## config.mk

```make
export PLATFORM = sky130hd
export DESIGN_NAME = sia_cell
export DESIGN_NICKNAME = d
export VERILOG_FILES = /design/src/hdl/sia_pkg.sv /design/src/hdl/sia_cell.sv
export SDC_FILE = /design/constraint.sdc
export NUM_CORES = 1
export LEC_CHECK = 0
export BUFFER_PORTS_ARGS = -buffer_cell sky130_fd_sc_hd__buf_4
export CAP_MARGIN = 20
export CELL_PAD_IN_SITES_DETAIL_PLACEMENT = 1
export CELL_PAD_IN_SITES_GLOBAL_PLACEMENT = 1
export CORE_ASPECT_RATIO = 0.8
export CORE_MARGIN = 1.5
export CORE_UTILIZATION = 40
export DETAILED_ROUTE_END_ITERATION = 6
export HOLD_SLACK_MARGIN = 0.12
export PLACE_DENSITY = 0.8
export SYNTH_ARGS = -nofsm -noshare
export SYNTH_HDL_FRONTEND = slang
export SYNTH_SLANG_ARGS = --single-unit
```

## constraint.sdc

```tcl
create_clock -name clk -period 1 [get_ports clk]
set_input_delay 0.1 -clock clk [delete_from_list [all_inputs] [get_ports clk]]
set_output_delay 0.1 -clock clk [all_outputs]
set_load 0.02 [all_outputs]
```

## src/hdl/sia_pkg.sv

```systemverilog
package sia_pkg;

    // Command codes
    localparam logic [4:0] CMD_POW = 5'd0;
    localparam logic [4:0] CMD_MUL = 5'd1;
    localparam logic [4:0] CMD_DIV = 5'd2;
    localparam logic [4:0] CMD_MOD = 5'd3;
    localparam logic [4:0] CMD_ADD = 5'd4;
    localparam logic [4:0] CMD_SUB = 5'd5;
    localparam logic [4:0] CMD_SHL = 5'd6;
    localparam logic [4:0] CMD_SHR = 5'd7;
    localparam logic [4:0] CMD_LT  = 5'd8;
    localparam logic [4:0] CMD_LE  = 5'd9;
    localparam logic [4:0] CMD_GT  = 5'd10;
    localparam logic [4:0] CMD_GE  = 5'd11;
    localparam logic [4:0] CMD_EQ  = 5'd12;
    localparam logic [4:0] CMD_NE  = 5'd13;
    localparam logic [4:0] CMD_AND = 5'd14;
    localparam logic [4:0] CMD_XOR = 5'd15;
    localparam logic [4:0] CMD_OR  = 5'd16;
    localparam logic [4:0] CMD_POS = 5'd17;
    localparam logic [4:0] CMD_NEG = 5'd18;
    localparam logic [4:0] CMD_NOT = 5'd19;

    // Error codes
    localparam logic [2:0] ERR_OK           = 3'd0;
    localparam logic [2:0] ERR_DIV_ZERO     = 3'd1;
    localparam logic [2:0] ERR_ZERO_NEG_POW = 3'd2;
    localparam logic [2:0] ERR_POW_BIG      = 3'd3;
    localparam logic [2:0] ERR_SHIFT        = 3'd4;
    localparam logic [2:0] ERR_DIV_OVF      = 3'd5;

    // Operation class carried down the pipeline
    localparam logic [1:0] KIND_PASS = 2'd0;
    localparam logic [1:0] KIND_MUL  = 2'd1;
    localparam logic [1:0] KIND_DIV  = 2'd2;
    localparam logic [1:0] KIND_POW  = 2'd3;

    typedef struct packed {
        logic       valid;
        logic [1:0] kind;
        logic       is_div;   // quotient rather than remainder
        logic       neg;      // negate the magnitude at the end
        logic       is_bool;
        logic [2:0] err;
    } ctrl_t;

endpackage

```

## src/hdl/sia_cell.sv

```systemverilog
module sia_cell #(
    parameter int DATA_WIDTH = 64
) (
    input  logic                  clk,
    input  logic                  rst_n,
    input  logic                  adv,
    input  sia_pkg::ctrl_t        ctrl_i,
    input  logic [DATA_WIDTH-1:0] res_i,
    input  logic [DATA_WIDTH-1:0] x_i,
    input  logic [DATA_WIDTH-1:0] y_i,
    input  logic [DATA_WIDTH-1:0] z_i,
    output sia_pkg::ctrl_t        ctrl_o,
    output logic [DATA_WIDTH-1:0] res_o,
    output logic [DATA_WIDTH-1:0] x_o,
    output logic [DATA_WIDTH-1:0] y_o,
    output logic [DATA_WIDTH-1:0] z_o
);
    import sia_pkg::*;

    localparam int W = DATA_WIDTH;

    // divide: x remainder, y dividend/quotient shifter, z divisor
    // multiply: x accumulator, y multiplier (LSB first), z shifted multiplicand
    ctrl_t        ctrl_reg;
    logic [W-1:0] res_reg, x_reg, x_next, y_reg, y_next, z_reg, z_next;
    logic [W:0]   trial, diff;
    logic         ge;

    assign trial = {x_i, y_i[W-1]};
    assign diff  = trial - {1'b0, z_i};
    assign ge    = !diff[W];

    always_comb
    begin
        x_next = x_i;
        y_next = y_i;
        z_next = z_i;
        case (ctrl_i.kind)
            KIND_DIV:
            begin
                x_next = ge ? diff[W-1:0] : trial[W-1:0];
                y_next = {y_i[W-2:0], ge};
            end
            KIND_MUL:
            begin
                x_next = x_i + (y_i[0] ? z_i : '0);
                y_next = y_i >> 1;
                z_next = z_i << 1;
            end
            default:
            begin
            end
        endcase
    end

    always_ff @(posedge clk or negedge rst_n)
    begin
        if (!rst_n)
        begin
            ctrl_reg <= '0;
        end
        else if (adv)
        begin
            ctrl_reg <= ctrl_i;
        end
    end

    always_ff @(posedge clk)
    begin
        if (adv)
        begin
            res_reg <= res_i;
            x_reg   <= x_next;
            y_reg   <= y_next;
            z_reg   <= z_next;
        end
    end

    assign ctrl_o = ctrl_reg;
    assign res_o  = res_reg;
    assign x_o    = x_reg;
    assign y_o    = y_reg;
    assign z_o    = z_reg;

endmodule

```

==> results of run 1 <==
## stage by stage
stage	instances	area (sq um)	hold WS (ns)	setup TNS, ns	setup WS (ns)
floorplan	2098	20520	-0.1956	-137.80	-2.337
global placement	3857	30170	-0.07604	-217.03	-2.741
detailed placement	3857	30170	-0.07131	-229.40	-2.909
## synth_stat cells, drive strengths merged (31+ instances only)
cell type | n | share of area
nand4 | 31 | 0.010
nor2 | 72 | 0.014
mux2i | 50 | 0.026
o21ai | 259 | 0.067
inv | 102 | 0.020
nand2 | 262 | 0.051
xor2 | 52 | 0.024
a21oi | 153 | 0.040
a22oi | 107 | 0.041
clkbuf | 102 | 0.020
ha | 129 | 0.083
a21o | 55 | 0.021
edfxtp | 256 | 0.39
xnor2 | 69 | 0.031
and2 | 68 | 0.022
## kinds of logic after synthesis
family / count (synthesis) / share of synthesized area
AOI/OAI and AO/OA: 747 / 0.2452
and+or+nand+nor: 548 / 0.1315
DFF: 265 / 0.4065
buffers and inverters: 227 / 0.04596
adders and majority gates: 131 / 0.08498
xor gates and xnor gates: 121 / 0.05483
muxes: 59 / 0.03092
==> qor.log, run 1 <==
[outcome] outcome stopped before the end
[outcome] Exit stage clock tree synthesis
[outcome] error message [ERROR DPL-0033] detailed placement checks failed during check placement.
[yosys] synthesized area per cell 9.277 sq um
[yosys] Most used DFF post-synth sky130_fd_sc_hd__edfxtp_1
[floorplanning] effective utilization at floorplan 0.4038
[clock_network] number of resized instances in the post-cts repair step 402
[yosys] cell area after synthesis 19460 sq um
[clock_network] clk sink count 265
[placed_design] quantity of I/O buffers inserted on ports 532
[clock_network] master cell of the clock root buffer sky130_fd_sc_hd__clkbuf_16
[floorplanning] number of placement rows 72
[clock_network] Inserted Clock Buffers 34
[placed_design] last weighted congestion value of the routability-driven placer 0.9440
[clock_network] Max Buffers Root-to-Sink 3
[yosys] library cells used by synthesis 82
[yosys] Post-Syn Instances 2098
[yosys] Synthesized Nets 2497
[floorplanning] die width 249.6 microns
[yosys] number of flops mapped to enable cells by yosys 256
[clock_network] total of hold buffers inserted after clock tree synthesis 326
[yosys] sequential fraction of the synthesis area 0.4065
[yosys] Synth async-reset ratio 0.03396
[yosys] Synthesis Warnings 0
[clock_network] Setup Buffers After CTS 31
[placed_design] post-detail-place hpwl 78.50 mm
[floorplanning] number of top-level pins 533
[yosys] synthesis-stage register bit count 265
[clock_network] deepest level of the CTS H-tree 2
[floorplanning] die outline height 200.3 microns
==> inputs of run 2 (changes only) <==
Settings changed: CELL_PAD_IN_SITES_DETAIL_PLACEMENT 1 to unset, CELL_PAD_IN_SITES_GLOBAL_PLACEMENT 1 to unset, CORE_ASPECT_RATIO 0.8 to unset, HOLD_SLACK_MARGIN 0.12 to unset, PLACE_DENSITY 0.8 to unset, PLACE_DENSITY_LB_ADDON set to 0.15.
==> qor.log, run 2 <==
[yosys] Most used DFF post-synth sky130_fd_sc_hd__edfxtp_1
[placed_design] post-detail-place hpwl 67.27 mm [-14%]
[yosys] most frequent cell after synthesis sky130_fd_sc_hd__nand2_1
[layout] layout cells sized above 1 0.4574
[yosys] Synthesized Nets 2497 [unchanged]
[grt] number of global-route vias before repair 23890
[yosys] library cells used by synthesis 82 [unchanged]
[clock_network] Inserted Clock Buffers 35 [+2.9%]
[yosys] Post-Syn Instances 2098 [unchanged]
[floorplanning] Die Area 49990 sq um
[yosys] mux share of post-synthesis cell area 0.03092 [unchanged]
[yosys] cell area after synthesis 19460 sq um [unchanged]
[sta] final setup violation count 333
[worst_setup_path] critical path data required time 1.30 ns
[sta] final period demand of the worst path 2.978 ns
[worst_setup_path] startpoint kind of the worst setup timing path input pin
[yosys] number of flops mapped to enable cells by yosys 256 [unchanged]
[route] total number of vias 23290
[clock_network] clk sink count 265 [unchanged]
[yosys] cell accounting for the most synthesized area sky130_fd_sc_hd__edfxtp_1
[grt] total gr overflow 0
[layout] top library cells by usage in the layout, fill and taps aside sky130_fd_sc_hd__buf_4 (974), sky130_fd_sc_hd__buf_6 (287), sky130_fd_sc_hd__edfxtp_1 (256)
[power_and_ir_drop] leakage power of the design 16.20 nW
[outcome] outcome complete, but fails checks
[power_and_ir_drop] Design Power 46.54 mW
[floorplanning] number of placement rows 80 [+11%]
[grt] global routing usage summed across all routing layers 0.3612
[yosys] top-area cell type share of the netlist area 0.3950 [unchanged]
[floorplanning] die width 223.6 microns [-10%]
[layout] final standard cell utilization of the core 0.7600
[route] Total Routed Length 93.89 mm
[yosys] Compound-Gate Fraction of Synth Area 0.2452 [unchanged]
[hold_path] path category of the worst min-delay check input pin to flop
[route] via count normalized by instance count 5.558
[sta] final setup skew 0 ns
[yosys] synth top area cells sky130_fd_sc_hd__edfxtp_1 (39%), sky130_fd_sc_hd__ha_1 (8.3%), sky130_fd_sc_hd__o21ai_0 (5.9%), sky130_fd_sc_hd__nand2_1 (5.1%), sky130_fd_sc_hd__a22oi_1 (4.1%)
[placed_design] last weighted congestion value of the routability-driven placer 0.9830 [+4.1%]
[grt] largest net degree at the start of global routing 49
[clock_network] worst-skew pair later-pin latency 0.56 ns
[yosys] top cells by count, synth sky130_fd_sc_hd__nand2_1 (262), sky130_fd_sc_hd__edfxtp_1 (256), sky130_fd_sc_hd__o21ai_0 (228)
[power_and_ir_drop] net switching fraction of the power 0.3412
[route] wire length per cell 22.40 microns
[power_and_ir_drop] clock network power share 0.266
[yosys] arithmetic-cell share of the synthesized area counting full adders, half adders and majority gates 0.08498 [unchanged]
[yosys] synthesized area per cell 9.277 sq um [unchanged]
[power_and_ir_drop] Power Internal 30.66 mW
[worst_setup_path] Crit-path slowest cell sky130_fd_sc_hd__o41a_1
[worst_setup_path] crit-path cells buf_8 > inv_6 > ha_4 > inv_2 > fa_2 > a211oi_4 > o21ai_4 > o221a_4 > a21boi_4 > o41ai_4 > a31oi_2 > buf_6 > o41ai_4 > o41a_1 > xnor2_1 > a211oi_1 > a221o_1
[placed_design] number of placed cells counting well taps 3836 [-0.54%]
[outcome] violations in the final reports setup timing
[placed_design] quantity of I/O buffers inserted on ports 532 [unchanged]
[worst_setup_path] cell repeated most along the worst path sky130_fd_sc_hd__o41ai_4
[grt] antenna violations before repair 8
[worst_setup_path] CP Data Arrival Time 3.28 ns
[layout] most common cell after layout, fill and taps aside sky130_fd_sc_hd__buf_4
[placed_design] instance area after placement 30070 sq um [-0.36%]
[clock_network] CTS tree built
[route] detailed-route DRC error count 0
[clock_network] deepest level of the CTS H-tree 2 [unchanged]
[sta] least setup slack across all paths after layout -1.978 ns
[clock_network] master cell of the clock root buffer sky130_fd_sc_hd__clkbuf_16
[layout] synthesis-to-layout area growth 86.83%
[yosys] combinational family with the most area after synthesis compound AO/OA/AOI/OAI gates
[clock_network] clock transition at the registers of the reported paths 0.06 ns
[sta] number of max-slew violations in the final report 0
[floorplanning] number of top-level pins 533 [unchanged]
[floorplanning] effective utilization at floorplan 0.4068 [+0.002957]
[sta] achievable frequency 0.3358 GHz
[worst_setup_path] critical path start-end classification input pin to flop
[yosys] Synthesis Warnings 0 [unchanged]
[clock_network] Max Buffers Root-to-Sink 3 [unchanged]
[flow_run] count of max-cap constraint violations 0
[sta] Hold Fails Final Rpt 0
[yosys] Synth async-reset ratio 0.03396 [unchanged]
[floorplanning] placeable core region 47850 sq um
[power_and_ir_drop] Worst VDD drop 0.9174 mV
[yosys] synthesized-area fraction occupied by xor and xnor cells 0.05483 [unchanged]
[layout] number of non-filler instances in the completed layout 4191
[power_and_ir_drop] net switching power of the design 15.88 mW
[worst_setup_path] critical path peak fanout 4
[worst_setup_path] delay contributed by the slowest stage of the critical path 0.50 ns
[sta] measured slew at the worst slew-check pin 0.6142 ns
[yosys] synthesis-stage register bit count 265 [unchanged]
[yosys] sequential fraction of the synthesis area 0.4065 [unchanged]
[route] first drt pass iteration count 6
[layout] count of filler cells inserted in the layout 3250
[grt] wire length of the first global-routing pass 138.7 mm
[power_and_ir_drop] power per unit of standard cell area 1280 nW/um^2
[sta] worst-case headroom to the max-slew limit 0.5871
[yosys] simple-gate portion of the synthesized area 0.1315 [unchanged]
[sta] unrepaired setup endpoints after global routing true
[route] antenna-violating nets left 0
[sta] period utilisation layout 2.978
[power_and_ir_drop] Logic pwr share 0.424
[power_and_ir_drop] part of the power in registers 0.310
[layout] Layout Cell Area excl Fill 36360 sq um
[floorplanning] die outline height 223.6 microns [+12%]
[worst_setup_path] sort of element at the end of the critical path flop
[layout] total number of nets in the final design 3947
[route] Iteration-0 DRC Markers 1766
[sta] setup_tns -171.56 ns
[run 2: cell families (layout without fill, tap and decap cells)]
kind of cell / after synthesis / after routing
xor gates and xnor gates: 121 / 121
other: 0 / 8
DFF: 265 / 265
adders and majority gates: 131 / 131
AOI/OAI and AO/OA: 747 / 747
buffers and inverters: 227 / 1697
muxes: 59 / 59
and+or+nand+nor: 548 / 548
[run 2: repair_timing]
item                       in CTS  in global routing
pin swaps                      89                 77
cloned                          6                  2
setup endpoints to repair     330                351
hold buffers                  229                  1
buffers inserted               36                 23
hold endpoints to repair      216                  9
gates resized for setup       430                 92
[run 2: routing by layer]
metal  global-route usage  routed length [microns]  vias up
met5                    0                        8        -
met4               0.2075                     5563        2
met3              0.06243                     6102      272
met2               0.6475                    47330     1057
met1               0.4035                    34890    11260
li1                     -                        -    10710
[run 2: worst paths after layout]
path / from / endpoint / slack, ns / cells after the start
worst min register to register: ctrl_o[3]$_DFFE_PN0P_ / ctrl_o[3]$_DFFE_PN0P_ / 0.54 / 1
worst min-delay path: adv / z_o[35]$_DFFE_PP_ / 0.01 / 2
worst max register to register: ctrl_o[4]$_DFFE_PN0P_ / ctrl_o[4]$_DFFE_PN0P_ / -0.03 / 3
max in group asynchronous: rst_n / ctrl_o[2]$_DFFE_PN0P_ / 0.37 / 3
min in group asynchronous: rst_n / ctrl_o[5]$_DFFE_PN0P_ / 0.46 / 3
worst max-delay path: y_i[63] / x_o[46]$_DFFE_PP_ / -1.98 / 17
[run 2: power groups by stage]
stage	logic [mW]	clock network [mW]	registers, mW
finish	19.7	12.4	14.4
global route	20.8	12.8	14.5
CTS	18.7	12.3	14.3
detailed placement	16.1	0	14.3
global placement	16.0	0	14.3
floorplan	6.61	0	15.6
[run 2: metrics by stage]
stage | setup slack, ns | hold slack (ns)
6_report | -1.978 | 0.01142
5_1_grt | -2.077 | 0.008709
4_1_cts | -1.912 | 0.0006235
3_5_place_dp | -2.708 | -0.06861
3_3_place_gp | -2.631 | -0.07213
2_1_floorplan | -2.337 | -0.1956
[run 2: layout make-up]
cell class	count	area (sq um)	share of cell area
timing repair buffer	1538	13800	0.3796
multi-input combinational	1606	12370	0.3402
sequential	265	7913	0.2176
clock buffer	38	887.1	0.02440
tap	615	769.5	0.02116
inverter	102	425.4	0.01170
clock inverter	19	176.4	0.004852
antenna	8	20.02	0.0005505
[run 2: critical path: cells and delay by family]
kind,cells,cell delay (ns)
compound gates,10,2.14
xor+xnor,1,0.18
fa+ha+maj,2,0.48
buf+inv,4,0.35
(Power assumes the default switching activity.)
